## config.mk

```make
export PLATFORM = sky130hd
export DESIGN_NAME = integer_format_to_ascii_flat
export DESIGN_NICKNAME = d
export VERILOG_FILES = /design/src/design/ifa_pkg.sv /design/src/design/ifa_if.sv /design/src/design/ifa_dp.sv /design/src/design/ifa_ctrl.sv /design/src/design/integer_format_to_ascii.sv /design/src/flat_wrapper.sv
export SDC_FILE = /design/constraint.sdc
export NUM_CORES = 1
export LEC_CHECK = 0
export BUFFER_PORTS_ARGS = -buffer_cell sky130_fd_sc_hd__buf_2
export CAP_MARGIN = 20
export CORE_MARGIN = 2
export CORE_UTILIZATION = 51
export CTS_BUF_LIST = sky130_fd_sc_hd__clkbuf_4 sky130_fd_sc_hd__clkbuf_8
export CTS_CLUSTER_DIAMETER = 120
export DETAILED_ROUTE_END_ITERATION = 10
export PLACE_DENSITY = 0.67
export SLEW_MARGIN = 20
export SYNTH_ARGS = -nofsm -noshare
export SYNTH_HDL_FRONTEND = slang
export SYNTH_HIERARCHICAL = 1
export SYNTH_SLANG_ARGS = --single-unit
```

## constraint.sdc

```tcl
create_clock -name clk -period 5.9 [get_ports clk]
set_clock_uncertainty 0.1 [all_clocks]
set_input_delay 0.295 -clock clk [delete_from_list [all_inputs] [get_ports clk]]
set_output_delay 0.295 -clock clk [all_outputs]
set_load 0.005 [all_outputs]
```

## src/design/ifa_pkg.sv

```systemverilog
// Package for integer_format_to_ascii: character codes, command/status structs
// and the digit-to-ASCII helper. No dependencies.
`timescale 1ns / 1ps
package ifa_pkg;

    localparam int VALUE_W = 32;
    localparam int BCD_DIGITS = 10;
    localparam int BCD_W = 4 * BCD_DIGITS;
    localparam int IDX_W = 4;
    localparam int BIT_CNT_W = 5;

    localparam logic [IDX_W-1:0] DEC_TOP_IDX = IDX_W'(BCD_DIGITS - 1);
    localparam logic [IDX_W-1:0] HEX_TOP_IDX = IDX_W'(VALUE_W / 4 - 1);
    localparam logic [BIT_CNT_W-1:0] BIT_CNT_LAST = BIT_CNT_W'(VALUE_W - 1);

    localparam logic [7:0] CH_NUL = 8'h00;
    localparam logic [7:0] CH_PERCENT = 8'h25;
    localparam logic [7:0] CH_MINUS = 8'h2D;
    localparam logic [7:0] CH_ZERO = 8'h30;
    localparam logic [7:0] CH_LOWER_D = 8'h64;
    localparam logic [7:0] CH_LOWER_X = 8'h78;
    localparam logic [7:0] HEX_LETTER_OFFSET = 8'd55;

    typedef struct packed {
        logic accept;
        logic start_conv;
        logic is_dec;
        logic dd_step;
        logic skip_step;
        logic emit_char;
        logic emit_minus;
        logic emit_digit;
    } ifa_cmd_t;

    typedef struct packed {
        logic neg;
        logic bit_done;
        logic idx_zero;
        logic digit_zero;
    } ifa_sts_t;

    function automatic logic [7:0] digit_to_ascii(input logic [3:0] d);
        logic [7:0] d8;
        d8 = {4'h0, d};
        return (d > 4'd9) ? d8 + HEX_LETTER_OFFSET : d8 + CH_ZERO;
    endfunction

endpackage

```

## src/design/ifa_if.sv

```systemverilog
// Stream interfaces for the format-character input and the ASCII output.
// Depends on nothing.
`timescale 1ns / 1ps
interface ifa_fmt_if;
    logic               valid;
    logic               ready;
    logic [7:0]         format_char;
    logic signed [31:0] number;
    logic               starts_string;

    modport source (output valid, format_char, number, starts_string, input ready);
    modport sink   (input valid, format_char, number, starts_string, output ready);
endinterface

interface ifa_txt_if;
    logic       valid;
    logic       ready;
    logic [7:0] out_char;
    logic       last_of_run;

    modport source (output valid, out_char, last_of_run, input ready);
    modport sink   (input valid, out_char, last_of_run, output ready);
endinterface

```

## src/design/ifa_dp.sv

```systemverilog
// Datapath: stored value, double-dabble BCD converter, digit index and output char.
// Depends on ifa_pkg.
`timescale 1ns / 1ps
module ifa_dp
    import ifa_pkg::*;
(
    input  logic                 clk,
    input  logic                 rst_n,
    input  ifa_cmd_t             cmd,
    input  logic [7:0]           format_char,
    input  logic [VALUE_W-1:0]   number,
    input  logic                 starts_string,
    output ifa_sts_t             sts,
    output logic [7:0]           out_char
);

    logic [VALUE_W-1:0]   value_reg, value_next;
    logic [VALUE_W-1:0]   bin_reg, bin_next;
    logic [BCD_W-1:0]     bcd_reg, bcd_next;
    logic [BIT_CNT_W-1:0] bit_cnt_reg, bit_cnt_next;
    logic [IDX_W-1:0]     idx_reg, idx_next;
    logic [7:0]           char_reg, char_next;

    logic [VALUE_W-1:0] v_eff;
    logic [VALUE_W-1:0] mag;
    logic [BCD_W-1:0]   bcd_adj;
    logic [3:0]         digit;

    assign v_eff = starts_string ? number : value_reg;
    assign mag   = v_eff[VALUE_W-1] ? VALUE_W'(0) - v_eff : v_eff;
    assign digit = bcd_reg[{idx_reg, 2'b00} +: 4];

    always_comb
    begin
        for (int i = 0; i < BCD_DIGITS; i++)
        begin
            bcd_adj[4*i +: 4] = (bcd_reg[4*i +: 4] >= 4'd5) ?
                                bcd_reg[4*i +: 4] + 4'd3 : bcd_reg[4*i +: 4];
        end
    end

    always_comb
    begin
        value_next   = value_reg;
        bin_next     = bin_reg;
        bcd_next     = bcd_reg;
        bit_cnt_next = bit_cnt_reg;
        idx_next     = idx_reg;
        char_next    = char_reg;

        if (cmd.accept)
        begin
            value_next = cmd.start_conv ? VALUE_W'(0) : v_eff;
        end
        if (cmd.start_conv)
        begin
            if (cmd.is_dec)
            begin
                bin_next     = mag;
                bcd_next     = '0;
                bit_cnt_next = '0;
            end
            else
            begin
                bcd_next = BCD_W'(v_eff);
                idx_next = HEX_TOP_IDX;
            end
        end
        if (cmd.dd_step)
        begin
            bcd_next     = {bcd_adj[BCD_W-2:0], bin_reg[VALUE_W-1]};
            bin_next     = {bin_reg[VALUE_W-2:0], 1'b0};
            bit_cnt_next = bit_cnt_reg + 1'b1;
            if (bit_cnt_reg == BIT_CNT_LAST)
            begin
                idx_next = DEC_TOP_IDX;
            end
        end
        if (cmd.skip_step)
        begin
            idx_next = idx_reg - 1'b1;
        end
        if (cmd.emit_digit)
        begin
            char_next = digit_to_ascii(digit);
            idx_next  = idx_reg - 1'b1;
        end
        if (cmd.emit_char)
        begin
            char_next = format_char;
        end
        if (cmd.emit_minus)
        begin
            char_next = CH_MINUS;
        end
    end

    always_ff @(posedge clk or negedge rst_n)
    begin
        if (!rst_n)
        begin
            value_reg <= '0;
        end
        else
        begin
            value_reg <= value_next;
        end
    end

    always_ff @(posedge clk)
    begin
        bin_reg     <= bin_next;
        bcd_reg     <= bcd_next;
        bit_cnt_reg <= bit_cnt_next;
        idx_reg     <= idx_next;
        char_reg    <= char_next;
    end

    assign sts.neg        = v_eff[VALUE_W-1];
    assign sts.bit_done   = (bit_cnt_reg == BIT_CNT_LAST);
    assign sts.idx_zero   = (idx_reg == '0);
    assign sts.digit_zero = (digit == 4'h0);
    assign out_char       = char_reg;

endmodule

```

## src/design/ifa_ctrl.sv

```systemverilog
// Controller: decodes format characters, sequences conversion and digit output,
// owns the pending-percent flag and the output beat valid. Depends on ifa_pkg.
`timescale 1ns / 1ps
module ifa_ctrl
    import ifa_pkg::*;
(
    input  logic       clk,
    input  logic       rst_n,
    input  logic       in_valid,
    output logic       in_ready,
    input  logic [7:0] format_char,
    input  logic       starts_string,
    output logic       out_valid,
    input  logic       out_ready,
    output logic       last_of_run,
    input  ifa_sts_t   sts,
    output ifa_cmd_t   cmd
);

    localparam logic [1:0] ST_IDLE = 2'd0;
    localparam logic [1:0] ST_DD   = 2'd1;
    localparam logic [1:0] ST_SKIP = 2'd2;
    localparam logic [1:0] ST_EMIT = 2'd3;

    logic [1:0] state_reg, state_next;
    logic       pend_reg, pend_next;
    logic       valid_reg, valid_next;
    logic       last_reg, last_next;

    logic slot_free;
    logic pend_eff;

    assign slot_free = !valid_reg || out_ready;
    assign pend_eff  = !starts_string && pend_reg;
    assign in_ready  = (state_reg == ST_IDLE) && slot_free;

    always_comb
    begin
        state_next = state_reg;
        pend_next  = pend_reg;
        valid_next = valid_reg && !out_ready;
        last_next  = last_reg;
        cmd        = '0;

        unique case (state_reg)
            ST_IDLE:
            begin
                if (in_valid && in_ready)
                begin
                    cmd.accept = 1'b1;
                    priority if (format_char == CH_NUL)
                    begin
                        pend_next = 1'b0;
                    end
                    else if (pend_eff)
                    begin
                        pend_next = 1'b0;
                        if (format_char == CH_LOWER_D)
                        begin
                            cmd.start_conv = 1'b1;
                            cmd.is_dec     = 1'b1;
                            state_next     = ST_DD;
                            if (sts.neg)
                            begin
                                cmd.emit_minus = 1'b1;
                                valid_next     = 1'b1;
                                last_next      = 1'b0;
                            end
                        end
                        else if (format_char == CH_LOWER_X)
                        begin
                            cmd.start_conv = 1'b1;
                            state_next     = ST_SKIP;
                        end
                    end
                    else if (format_char == CH_PERCENT)
                    begin
                        pend_next = 1'b1;
                    end
                    else
                    begin
                        pend_next     = 1'b0;
                        cmd.emit_char = 1'b1;
                        valid_next    = 1'b1;
                        last_next     = 1'b1;
                    end
                end
            end
            ST_DD:
            begin
                cmd.dd_step = 1'b1;
                if (sts.bit_done)
                begin
                    state_next = ST_SKIP;
                end
            end
            ST_SKIP:
            begin
                if (sts.digit_zero && !sts.idx_zero)
                begin
                    cmd.skip_step = 1'b1;
                end
                else
                begin
                    state_next = ST_EMIT;
                end
            end
            ST_EMIT:
            begin
                if (slot_free)
                begin
                    cmd.emit_digit = 1'b1;
                    valid_next     = 1'b1;
                    last_next      = sts.idx_zero;
                    if (sts.idx_zero)
                    begin
                        state_next = ST_IDLE;
                    end
                end
            end
            default:
            begin
                state_next = ST_IDLE;
            end
        endcase
    end

    always_ff @(posedge clk or negedge rst_n)
    begin
        if (!rst_n)
        begin
            state_reg <= ST_IDLE;
            pend_reg  <= 1'b0;
            valid_reg <= 1'b0;
            last_reg  <= 1'b0;
        end
        else
        begin
            state_reg <= state_next;
            pend_reg  <= pend_next;
            valid_reg <= valid_next;
            last_reg  <= last_next;
        end
    end

    assign out_valid   = valid_reg;
    assign last_of_run = last_reg;

endmodule

```

## src/design/integer_format_to_ascii.sv

```systemverilog
// A plain character or the minus sign is registered and valid in the cycle after its beat. A %x
// item skips leading zero digits, then emits; a %d item first runs the double-dabble conversion,
// then skips leading zeros and emits. Digits follow one per cycle while the output is not stalled.
// The block is sequential: the next beat is taken with the last character of the item, so a new
// item is not taken before the current one is through, and output stalls hold it.
// Reset (rst_n, async low) clears the stored value, pending percent and output valid.
`timescale 1ns / 1ps
module integer_format_to_ascii
    import ifa_pkg::*;
(
    input  logic      clk,
    input  logic      rst_n,
    ifa_fmt_if.sink   fmt,
    ifa_txt_if.source txt
);

    ifa_cmd_t cmd;
    ifa_sts_t sts;

    ifa_ctrl u_ctrl (
        .clk           (clk),
        .rst_n         (rst_n),
        .in_valid      (fmt.valid),
        .in_ready      (fmt.ready),
        .format_char   (fmt.format_char),
        .starts_string (fmt.starts_string),
        .out_valid     (txt.valid),
        .out_ready     (txt.ready),
        .last_of_run   (txt.last_of_run),
        .sts           (sts),
        .cmd           (cmd)
    );

    ifa_dp u_dp (
        .clk           (clk),
        .rst_n         (rst_n),
        .cmd           (cmd),
        .format_char   (fmt.format_char),
        .number        (VALUE_W'(unsigned'(fmt.number))),
        .starts_string (fmt.starts_string),
        .sts           (sts),
        .out_char      (txt.out_char)
    );

endmodule

```

## src/flat_wrapper.sv

```systemverilog
// flat-port wrapper written by rule: the top's interface ports become plain ports
module integer_format_to_ascii_flat import ifa_pkg::*;
  (clk, rst_n, fmt_valid, fmt_format_char, fmt_number, fmt_starts_string, fmt_ready, txt_valid, txt_out_char, txt_last_of_run, txt_ready);
  ifa_fmt_if fmt_i ();
  ifa_txt_if txt_i ();
  input  logic clk;
  input  logic rst_n;
  input wire logic [$bits(fmt_i.valid)-1:0] fmt_valid;
  input wire logic [$bits(fmt_i.format_char)-1:0] fmt_format_char;
  input wire logic [$bits(fmt_i.number)-1:0] fmt_number;
  input wire logic [$bits(fmt_i.starts_string)-1:0] fmt_starts_string;
  output wire logic [$bits(fmt_i.ready)-1:0] fmt_ready;
  output wire logic [$bits(txt_i.valid)-1:0] txt_valid;
  output wire logic [$bits(txt_i.out_char)-1:0] txt_out_char;
  output wire logic [$bits(txt_i.last_of_run)-1:0] txt_last_of_run;
  input wire logic [$bits(txt_i.ready)-1:0] txt_ready;
  assign fmt_i.valid = fmt_valid;
  assign fmt_i.format_char = fmt_format_char;
  assign fmt_i.number = fmt_number;
  assign fmt_i.starts_string = fmt_starts_string;
  assign fmt_ready = fmt_i.ready;
  assign txt_valid = txt_i.valid;
  assign txt_out_char = txt_i.out_char;
  assign txt_last_of_run = txt_i.last_of_run;
  assign txt_i.ready = txt_ready;
  integer_format_to_ascii u_core (.clk(clk), .rst_n(rst_n), .fmt(fmt_i), .txt(txt_i));
endmodule
```

==> parameters.txt, run 1 <==
Parameter                              Value

Synth
  Mapped Cells ... 836
  Netlist cell types ... 76
  Mean Syn Cell Area ... 9.471 um2
  Commonest register cell after synthesis ... sky130_fd_sc_hd__edfxtp_1
  Flip-flop and latch count after synthesis ... 126
  Number of flops mapped to enable cells by yosys ... 76
  Async set-reset flop share out of synthesis ... 0.2937
  Nets in the synthesized netlist ... 911
  Count of yosys warnings during synthesis ... 6
  Post-Syn Area ... 7918 um2
  Sequential cell area fraction in the yosys report ... 0.4381

GRT
  Global-route wire length before repair ... 31730 um
  Overall routing resource usage ... 0.2408
  Initial antenna violation count ... 0
  Vias in the first global route ... 6351
  Maximum number of pins on one net before global-route repair ... 55
  Most used routing layer ... met2
  Met2 routing resource usage after global routing ... 0.3999
  Total congestion overflow after global routing ... 0
  Met1 routing resource usage after global routing ... 0.3241
  Global routing usage on met3 ... 0.04283

Final layout
  Flip-flop count of the largest register after layout ... 40
  Area overhead of the layout relative to synthesis ... 9.671%
  Commonest cells after routing, fill and taps aside ... sky130_fd_sc_hd__nand2_1, sky130_fd_sc_hd__edfxtp_1, sky130_fd_sc_hd__inv_1
  Sequential standard cell area ... 3468 um2
  Most frequent standard cell in the layout excluding fill and tap cells ... sky130_fd_sc_hd__nand2_1
  Number of nets in the layout ... 950
  Layout cells sized above 1 ... 0.1284
  Antenna diode instance count ... 0
  Multi-input gate area in the final layout ... 4010 um2
  Count of filler cells inserted in the layout ... 1376
  Non-filler cells, final ... 1076
  Post-route cell area ... 8683 um2

Power and ir drop
  Switching component of the power ... 1796 uW
  Worst vdd ir ... 0.2064 mV
  Gate power share ... 0.451
  Power per Cell Area ... 504.8 nW/um2
  Cell-internal power ... 2587 uW
  Proportion of total power due to net switching ... 0.4097
  Part of the total power dissipated in sequential elements ... 0.386
  Part of the power in the clock network ... 0.163
  Leakage power figure ... 0.003556 uW

Min path
  Worst Hold End ... u_core/u_dp/out_char[4]
  Startpoint of the most critical hold path ... fmt_format_char[4]
  Cell depth of the worst hold path ... 3
  Class of the worst hold path ... primary input to register

Placement
  Final weighted congestion in routability-driven placement ... 0.8389
  Total instance count after detailed placement ... 1042
  Number of buffers added on ports ... 55
  Detail Placement HPWL ... 13500 um
  Placed Instance Area ... 8300 um2

Run status
  Outcome ... complete, no violations

Critical path
  Reg2Reg Capture Point ... u_core/u_dp/bin_reg[31]
  Type of destination of the critical path ... register
  Worst EP arrival ... 3910 ps
  Reg2reg setup slack ... 2210 ps
  Crit path kind ... register to register
  Required time worst endpoint ... 6120 ps
  Number of cells on the worst reg-to-reg path ... 9
  Worst flop-to-flop path startpoint ... u_core/u_ctrl/state_reg[1]
  CP Launch Type ... register
  Max FO, Critical Path ... 31

Routing
  Total number of vias ... 6480
  Number of nets with antenna violations after detailed routing ... 0
  Residual DRC ... 0
  First-iteration detailed-routing DRC count ... 490
  Iteration count of the initial detailed-routing pass ... 5
  Wire length per cell ... 17.80 um
  Vias per Instance ... 6.022
  Total routed wirelength ... 19150 um

Flow run
  Max-Cap Viols ... 0

Floorplan
  Die width ... 128.6 um
  Total die area ... 16540 um2
  Effective utilization at floorplan ... 0.5208
  Core area ... 15200 um2
  Core Rows ... 45
  Count of pins on the block boundary ... 56
  Chip Height ... 128.6 um

Clock network
  Clock-pin slew reported for the worst setup and hold paths after clock tree synthesis ... 70 ps
  CTS HTree Levels ... 4
  Clk_lat worst skew ... 450 ps
  Clock sink count ... 126
  Number of post-CTS setup repair buffers ... 0
  Cell at the root of the clock tree ... sky130_fd_sc_hd__clkbuf_8
  CTS buffer count ... 17
  TritonCTS clock tree ... done
  Clock Path Buffers ... 2

STA
  Setup tns final ... 0 ps
  Final hold violation count ... 0
  Post-layout min period ... 3690 ps
  Slew margin rel. ... 0.2645
  RSZ-0062 raised after global routing ... false
  Least-Margin Pin Slew ... 1100 ps
  Final Setup Violations ... 0
  Final Max Tran Viols ... 0
  Final cycle utilization of the critical path ... 0.6253
  F_max ... 271.0 MHz
==> layer usage <==
layer | share of wire | wire length, um
met3 | 0.052 | 994
met2 | 0.49 | 9361
met4 | 0.013 | 253
met1 | 0.45 | 8542
met5 | 0 | 0
==> stage by stage <==
step	util	hold WS [ps]	power, uW	worst slack (ps)
2_1_floorplan	-	-100.6	3133	2591
3_3_place_gp	0.5460	343.1	3559	2403
3_5_place_dp	0.5460	352.1	3656	2292
4_1_cts	0.5712	3.547	4398	2258
5_1_grt	0.5712	15.63	4726	1745
6_report	0.5712	29.17	4383	2210
==> synth_stat cells, types with 7 or more instances <==
cell type | count | area [um2]
sky130_fd_sc_hd__a21oi_1 | 40 | 200.2
sky130_fd_sc_hd__a31oi_1 | 12 | 75.07
sky130_fd_sc_hd__and3_1 | 7 | 43.79
sky130_fd_sc_hd__buf_2 | 9 | 45.04
sky130_fd_sc_hd__clkbuf_1 | 31 | 116.4
sky130_fd_sc_hd__dfrtp_1 | 37 | 925.9
sky130_fd_sc_hd__dfxtp_1 | 13 | 260.3
sky130_fd_sc_hd__edfxtp_1 | 76 | 2282
sky130_fd_sc_hd__ha_1 | 30 | 375.4
sky130_fd_sc_hd__inv_1 | 65 | 244.0
sky130_fd_sc_hd__mux2i_1 | 44 | 440.4
sky130_fd_sc_hd__nand2_1 | 81 | 304.0
sky130_fd_sc_hd__nand2b_1 | 15 | 93.84
sky130_fd_sc_hd__nor2_1 | 45 | 168.9
sky130_fd_sc_hd__nor3_1 | 18 | 90.09
sky130_fd_sc_hd__nor3b_1 | 20 | 150.1
sky130_fd_sc_hd__o21ai_0 | 63 | 315.3
sky130_fd_sc_hd__o22ai_1 | 54 | 337.8
sky130_fd_sc_hd__o32ai_1 | 7 | 61.31
sky130_fd_sc_hd__xnor2_1 | 20 | 175.2
sky130_fd_sc_hd__xor2_1 | 31 | 271.5
==> power groups by stage <==
stage                     Clock (uW)  Sequential [uW]  Combinational [uW]
final                            715             1690                1980
after global routing             770             1740                2210
after CTS                        732             1690                1980
after detailed placement           0             1700                1950
after global placement             0             1680                1880
after floorplan                    0             1600                1530
==> worst max-delay path by stage <==
stage                                          start                 endpoint  slack (ps)  depth (start not counted)
after CTS                 u_core/u_ctrl/state_reg[1]  u_core/u_dp/bin_reg[31]        2260                          8
after global routing      u_core/u_ctrl/state_reg[1]  u_core/u_dp/bin_reg[12]        1750                          6
after global placement    u_core/u_ctrl/state_reg[0]  u_core/u_dp/bin_reg[31]        2400                          8
final                     u_core/u_ctrl/state_reg[1]  u_core/u_dp/bin_reg[31]        2210                          9
after detailed placement  u_core/u_ctrl/state_reg[1]  u_core/u_dp/bin_reg[31]        2290                          8
after floorplan                    fmt_starts_string  u_core/u_dp/bin_reg[22]        2590                         13
==> repair_timing <==
item / CTS / global route
endpoints found under the hold margin: 38 / 0
hold buffers: 2 / 0
gates resized for setup: 0 / 0
setup endpoints to repair: 0 / 0
==> cell families (layout without fill, tap and decap cells) <==
logic type                 Yosys count  count (layout)  share of synthesized area
buffers and inverters              112             164                    0.05547
muxes                               49              49                    0.06700
AOI/OAI and AO/OA                  227             227                     0.1797
adders and majority gates           30              30                    0.04741
and+or+nand+nor                    241             241                     0.1560
DFF                                126             126                     0.4381
xor gates and xnor gates            51              51                    0.05642
==> area by class of cell <==
type / instances / area share
sequential: 126 / 0.3994
multi-input combinational: 598 / 0.4618
clock inverter: 11 / 0.01138
inverter: 67 / 0.02896
timing repair buffer: 65 / 0.04092
tap: 188 / 0.02709
clock buffer: 21 / 0.03040
==> critical path: stages, from the launching register on <==
cell                       delay [ps]
sky130_fd_sc_hd__dfrtp_1          420
sky130_fd_sc_hd__inv_1            120
sky130_fd_sc_hd__ha_1             410
sky130_fd_sc_hd__nand3_1          330
sky130_fd_sc_hd__a211oi_1         530
sky130_fd_sc_hd__and3_1           310
sky130_fd_sc_hd__nand3_1          790
sky130_fd_sc_hd__nor2_1           310
sky130_fd_sc_hd__nand4_1          110
sky130_fd_sc_hd__nand2_1          100
Note: power is estimated with default switching activity, not from simulation.
==> run 2, diff against run 1 <==
--- a/config.mk
+++ b/config.mk
@@ -5,6 +5,7 @@
 export SDC_FILE = /design/constraint.sdc
 export NUM_CORES = 1
 export LEC_CHECK = 0
+export ABC_AREA = 1
 export BUFFER_PORTS_ARGS = -buffer_cell sky130_fd_sc_hd__buf_2
 export CAP_MARGIN = 20
 export CORE_MARGIN = 2
==> constraint.sdc (replaced) <==
create_clock -name clk -period 3.4 [get_ports clk]
set_clock_uncertainty 0.1 [all_clocks]
set_input_delay 0.17 -clock clk [delete_from_list [all_inputs] [get_ports clk]]
set_output_delay 0.17 -clock clk [all_outputs]
set_load 0.005 [all_outputs]
==> run 2 against run 1 <==
- area after synthesis increased by 8.2%
- register-to-register slack got worse by 1700 ps
- routed wire length increased by 12%
- critical path type unchanged
- highest routed layer unchanged
==> parameters.txt, run 2 <==
Parameter                              Value

Placement
  Number of buffers added on ports ... 55
  Placed Instance Area ... 9027 um2
  Final weighted congestion in routability-driven placement ... 0.8778
  Detail Placement HPWL ... 15360 um

Routing
  Number of nets with antenna violations after detailed routing ... 0
  First-iteration detailed-routing DRC count ... 578
  Wire length per cell ... 15.25 um
  Iteration count of the initial detailed-routing pass ... 8
  Residual DRC ... 0
  Total number of vias ... 7583
  Vias per Instance ... 5.374
  Total routed wirelength ... 21520 um

Final layout
  Layout cells sized above 1 ... 0.1671
  Antenna diode instance count ... 0
  Flip-flop count of the largest register after layout ... 40
  Post-route cell area ... 9597 um2
  Number of nets in the layout ... 1253
  Most frequent standard cell in the layout excluding fill and tap cells ... sky130_fd_sc_hd__nand2_1
  Commonest cells after routing, fill and taps aside ... sky130_fd_sc_hd__nand2_1, sky130_fd_sc_hd__inv_1, sky130_fd_sc_hd__o21ai_0
  Area overhead of the layout relative to synthesis ... 12.07%
  Utilization after layout ... 0.5808

Synth
  Post-Syn Area ... 8563 um2
  Number of flops mapped to enable cells by yosys ... 76
  Sequential cell area fraction in the yosys report ... 0.4050
  Top area cells in the synthesized netlist ... sky130_fd_sc_hd__edfxtp_1, sky130_fd_sc_hd__nand2_1, sky130_fd_sc_hd__dfrtp_1
  Portion of synthesized cell area occupied by the leading cell type ... 0.2665
  Flip-flop and latch count after synthesis ... 126
  Mapped Cells ... 1111
  Cell with the most instances after synthesis ... sky130_fd_sc_hd__nand2_1
  Commonest register cell after synthesis ... sky130_fd_sc_hd__edfxtp_1
  Count of yosys warnings during synthesis ... 6
  Async set-reset flop share out of synthesis ... 0.2937
  Yosys top cell by area ... sky130_fd_sc_hd__edfxtp_1
  Mean Syn Cell Area ... 7.708 um2
  Commonest cells in the synthesized netlist ... sky130_fd_sc_hd__nand2_1, sky130_fd_sc_hd__inv_1, sky130_fd_sc_hd__o21ai_0
  Nets in the synthesized netlist ... 1186
  Netlist cell types ... 49

Critical path
  Reg2reg setup slack ... 470 ps
  Max FO, Critical Path ... 13
  Cell type group with the largest total delay on the critical path ... simple AND/OR/NAND/NOR gates
  Required time worst endpoint ... 3640 ps
  Worst EP arrival ... 3170 ps
  Library cell contributing the largest single delay on the critical path ... sky130_fd_sc_hd__dfxtp_1
  Crit path kind ... register to register
  Worst stage delay on the critical path ... 610 ps
  CP Launch Type ... register
  CP Buf/Inv Count ... 3
  Cell-by-cell listing of the critical path ... clkinv_1 > a21oi_1 > o21ai_0 > nand3_1 > nand3_1 > nand2_1 > inv_1 > ha_1 > nor3b_1 > nand2_1 > inv_1 > nor2_1 > o21ai_0 > a21oi_1 > nor2_1
  Type of destination of the critical path ... register

STA
  Final Setup Violations ... 0
  Least-Margin Pin Slew ... 902.8 ps
  Final Max Tran Viols ... 0
  Setup tns final ... 0 ps
  F_max ... 341.3 MHz
  RSZ-0062 raised after global routing ... false
  Slew margin rel. ... 0.3975
  Post-layout min period ... 2930 ps
  Final cycle utilization of the critical path ... 0.8617
  Final hold violation count ... 0

Power and ir drop
  Leakage power figure ... 0.004384 uW
  Worst vdd ir ... 0.2742 mV
  Power per Cell Area ... 399.1 nW/um2

Run status
  Outcome ... complete, no violations

Flow run
  Max-Cap Viols ... 0

GRT
  Global-route wire length before repair ... 35960 um
  Vias in the first global route ... 7470
  Overall routing resource usage ... 0.2521
  Total congestion overflow after global routing ... 0
  Initial antenna violation count ... 0
  Maximum number of pins on one net before global-route repair ... 64

Clock network
  Clk_lat worst skew ... 440 ps
  Cell at the root of the clock tree ... sky130_fd_sc_hd__clkbuf_8
  Number of post-CTS setup repair buffers ... 0
  CTS HTree Levels ... 4
  Clock sink count ... 126
  TritonCTS clock tree ... done
  Clock Path Buffers ... 2
  CTS buffer count ... 17
  Clock-pin slew reported for the worst setup and hold paths after clock tree synthesis ... 70 ps

Floorplan
  Chip Height ... 133.6 um
  Total die area ... 17840 um2
  Count of pins on the block boundary ... 56
  Core Rows ... 47
  Effective utilization at floorplan ... 0.5182
  Core area ... 16520 um2
  Die width ... 133.6 um

Min path
  Class of the worst hold path ... primary input to register
[run 2: cell count changes in the layout (fill, tap and decap cells not counted), moves of 17 or more]
cell	change
sky130_fd_sc_hd__nand2_1	+180
sky130_fd_sc_hd__inv_1	+88
sky130_fd_sc_hd__nand3_1	+79
sky130_fd_sc_hd__mux2i_1	-44
sky130_fd_sc_hd__o21ai_0	+26
sky130_fd_sc_hd__nor2_1	+24
sky130_fd_sc_hd__nor3b_1	-19
sky130_fd_sc_hd__o21ai_1	+19
sky130_fd_sc_hd__nand2_2	+18
sky130_fd_sc_hd__xnor2_1	-17
[run 2: path summary, 6_finish.rpt]
check / from / to / cells after the start
min in group asynchronous: rst_n / u_core/u_dp/value_reg[4] / 2
worst min-delay path: fmt_number[25] / u_core/u_dp/value_reg[25] / 3
worst min register to register: u_core/u_ctrl/last_of_run / u_core/u_ctrl/last_of_run / 2
worst max-delay path: u_core/u_dp/idx_reg[1] / u_core/u_dp/idx_reg[3] / 15
max in group asynchronous: rst_n / u_core/u_ctrl/state_reg[1] / 2
worst max register to register: u_core/u_dp/idx_reg[1] / u_core/u_dp/idx_reg[3] / 15
[run 2: per-stage QoR]
stage | power [uW] | instances | hold WS, ps | setup slack, ps
after CTS | 3849 | 1411 | 1.119 | 511.0
final | 3830 | 1411 | 19.50 | 470.1
after global placement | 2433 | 1363 | 252.1 | 636.2
after detailed placement | 2447 | 1363 | 260.2 | 538.4
after floorplan | 2258 | 1111 | -225.6 | 620.7
after global routing | 4007 | 1411 | 23.76 | 135.8
[run 2: tightest hold or removal path: cells and delay by family]
kind,cells,cell delay (ps)
compound gates,2,260
buf+inv,1,90
[run 2: cell families after synthesis]
| group | after synthesis | share of synthesized area |
|---|---|---|
| adder cells (fa/ha/maj) | 30 | 0.04383 |
| buffers and inverters | 214 | 0.1039 |
| flip-flops | 126 | 0.4050 |
| XOR/XNOR | 18 | 0.01841 |
| AO/OA/AOI/OAI | 237 | 0.1667 |
| AND/OR/NAND/NOR | 486 | 0.2621 |
[run 2: power breakdown]
group          switching (uW)  leakage (uW)  internal [uW]
Combinational             450       0.00289            242
Clock                     605      0.000213            787
Sequential               37.5       0.00128           1710
[run 2: timing repair]
| action | 4_1_cts | 5_1_grt |
|---|---|---|
| resized for setup | 0 | 0 |
| hold buffers | 16 | 0 |
| endpoints found under the hold margin | 52 | 0 |
[run 2: metal layers]
| layer | GRT usage | wire length, um | share of wire | vias up |
|---|---|---|---|---|
| met5 | 0 | 0 | 0 | - |
| met4 | 0.1017 | 507 | 0.024 | 0 |
| met3 | 0.03653 | 1048 | 0.049 | 40 |
| met2 | 0.4158 | 9836 | 0.46 | 216 |
| met1 | 0.3351 | 10120 | 0.47 | 3510 |
| li1 | - | - | - | 3817 |
[run 2: layout make-up]
type / instances / area [um2]
clock inverter: 8 / 116.4
timing repair buffer: 90 / 590.6
sequential: 126 / 3468
clock buffer: 24 / 292.8
tap: 220 / 275.3
inverter: 172 / 645.6
multi-input combinational: 771 / 4208
fill: 1543 / 6928
==> run 3, diff against run 2 <==
--- a/config.mk
+++ b/config.mk
@@ -6,7 +6,7 @@
 export NUM_CORES = 1
 export LEC_CHECK = 0
 export ABC_AREA = 1
-export BUFFER_PORTS_ARGS = -buffer_cell sky130_fd_sc_hd__buf_2
+export BUFFER_PORTS_ARGS = -buffer_cell sky130_fd_sc_hd__buf_4
 export CAP_MARGIN = 20
 export CORE_MARGIN = 2
 export CORE_UTILIZATION = 51
==> run 3 against run 2 <==
- maximum frequency shrank 0.69%
- critical path depth stayed put
- register-to-register slack got worse by 20 ps
- routed wire length up 0.40%
- clock-buffer cell count is 4 lower
- critical endpoint unchanged
- largest cell class unchanged
- largest power group unchanged
==> parameters.txt, run 3 (synthesis results as in run 2) <==
Parameter                              Value

Critical path
  Worst stage delay on the critical path ... 600 ps
  Cell-by-cell listing of the critical path ... clkinv_1 > a21oi_1 > o21ai_0 > nand3_1 > nand3_1 > nand2_1 > inv_1 > ha_1 > nor3b_1 > nand2_1 > inv_1 > nor2_1 > o21ai_0 > a21oi_1 > nor2_1
  Crit path kind ... register to register
  CP Buf/Inv Count ... 3
  CP Launch Type ... register
  Cell type group with the largest total delay on the critical path ... simple AND/OR/NAND/NOR gates
  Max FO, Critical Path ... 13
  Library cell contributing the largest single delay on the critical path ... sky130_fd_sc_hd__dfxtp_1
  Worst EP arrival ... 3200 ps
  Required time worst endpoint ... 3650 ps
  Type of destination of the critical path ... register

Final layout
  Antenna diode instance count ... 0
  Post-route cell area ... 9717 um2
  Area overhead of the layout relative to synthesis ... 13.47%
  Most frequent standard cell in the layout excluding fill and tap cells ... sky130_fd_sc_hd__nand2_1
  Number of nets in the layout ... 1253
  Flip-flop count of the largest register after layout ... 40
  Commonest cells after routing, fill and taps aside ... sky130_fd_sc_hd__nand2_1, sky130_fd_sc_hd__inv_1, sky130_fd_sc_hd__o21ai_0
  Layout cells sized above 1 ... 0.1662

Min path
  Class of the worst hold path ... primary input to register

GRT
  Vias in the first global route ... 7221
  Total congestion overflow after global routing ... 0
  Overall routing resource usage ... 0.2499
  Initial antenna violation count ... 0
  Global-route wire length before repair ... 35070 um
  Maximum number of pins on one net before global-route repair ... 38

Clock network
  CTS buffer count ... 17
  CTS HTree Levels ... 4
  Number of post-CTS setup repair buffers ... 0
  Clock Path Buffers ... 2
  TritonCTS clock tree ... done
  Clk_lat worst skew ... 460 ps
  Cell at the root of the clock tree ... sky130_fd_sc_hd__clkbuf_8
  Clock-pin slew reported for the worst setup and hold paths after clock tree synthesis ... 70 ps
  Clock sink count ... 126

Flow run
  Max-Cap Viols ... 0

Routing
  Residual DRC ... 0
  Number of nets with antenna violations after detailed routing ... 0
  Iteration count of the initial detailed-routing pass ... 5
  First-iteration detailed-routing DRC count ... 568
  Total number of vias ... 7524
  Wire length per cell ... 15.31 um
  Total routed wirelength ... 21600 um
  Vias per Instance ... 5.332

STA
  Final cycle utilization of the critical path ... 0.8677
  Final Setup Violations ... 0
  Final hold violation count ... 0
  Slew margin rel. ... 0.4564
  Least-Margin Pin Slew ... 815.4 ps
  F_max ... 339.0 MHz
  Final Max Tran Viols ... 0
  Post-layout min period ... 2950 ps
  RSZ-0062 raised after global routing ... false
  Setup tns final ... 0 ps

Floorplan
  Core area ... 16520 um2
  Die width ... 133.6 um
  Total die area ... 17840 um2
  Count of pins on the block boundary ... 56
  Core Rows ... 47
  Effective utilization at floorplan ... 0.5182
  Chip Height ... 133.6 um

Placement
  Detail Placement HPWL ... 15360 um
  Number of buffers added on ports ... 55
  Placed Instance Area ... 9150 um2
  Final weighted congestion in routability-driven placement ... 0.8827

Power and ir drop
  Worst vdd ir ... 0.2821 mV
  Leakage power figure ... 0.004416 uW
  Power per Cell Area ... 387.2 nW/um2

Run status
  Outcome ... complete, no violations
## run 3: cell types whose count changed in the layout (fill, tap and decap cells not counted), sizes merged
cell and delta:
clkbuf -4, buf -2, clkinv +2, dlygate4sd3 +2, inv +2, bufinv -1, clkinvlp +1
## run 3: area by class of cell
cell class	count	area, um2
Clock buffer	20	269.0
Clock inverter	12	116.4
Fill cell	1559	6808
Inverter	172	645.6
Multi-Input combinational cell	771	4208
Sequential cell	126	3470
Tap cell	220	275.3
Timing Repair Buffer	90	733.2
## run 3: repair_timing
| item | 4_1_cts | 5_1_grt |
|---|---|---|
| setup endpoints to repair | 0 | 3 |
| endpoints found under the hold margin | 54 | 0 |
| hold buffers | 18 | 0 |
| resized for setup | 0 | 1 |
## run 3: where the power goes
part | switching [uW] | total [uW] | internal [uW]
Combinational | 447 | 708 | 261
Clock | 621 | 1310 | 688
Sequential | 38.0 | 1750 | 1710
Total | 1110 | 3760 | 2660
## run 3: metal layers
| metal | global-route usage | vias up | routed length [um] |
|---|---|---|---|
| met5 | 0 | - | 0 |
| met4 | 0.09988 | 0 | 529 |
| met3 | 0.04186 | 36 | 1026 |
| met2 | 0.4149 | 196 | 9959 |
| met1 | 0.3265 | 3478 | 10090 |
| li1 | - | 3814 | - |
## run 3: metrics by stage
step | cells | worst slack, ps | util | total power, uW | hold slack [ps]
floorplan | 1111 | 620.7 | - | 2258 | -225.6
detailed placement | 1361 | 324.7 | 0.5537 | 2463 | 85.35
CTS | 1411 | 316.2 | 0.5879 | 3784 | 0.9553
finish | 1411 | 449.8 | 0.5880 | 3763 | 18.89
global route | 1411 | 78.46 | 0.5880 | 3946 | 32.23
global placement | 1361 | 503.3 | 0.5537 | 2449 | 83.67
## run 3: tightest hold or removal path: stages
cell                      delay [ps]
sky130_fd_sc_hd__buf_4           120
sky130_fd_sc_hd__nor2_1           90
sky130_fd_sc_hd__nor2_1           50
sky130_fd_sc_hd__o31ai_1          60
sky130_fd_sc_hd__a21oi_1          40
## run 3: worst paths after layout
kind                                    startpoint                   endpoint  slack, ps  cells past startpoint
max in group asynchronous                    rst_n  u_core/u_ctrl/last_of_run       2700                      2
min reg2reg                u_core/u_dp/out_char[7]    u_core/u_dp/out_char[7]        370                      2
min                             fmt_format_char[6]    u_core/u_dp/out_char[6]         20                      5
min in group asynchronous                    rst_n   u_core/u_dp/value_reg[7]        120                      2
max                         u_core/u_dp/idx_reg[1]     u_core/u_dp/idx_reg[3]        450                     15
max reg2reg                 u_core/u_dp/idx_reg[1]     u_core/u_dp/idx_reg[3]        450                     15
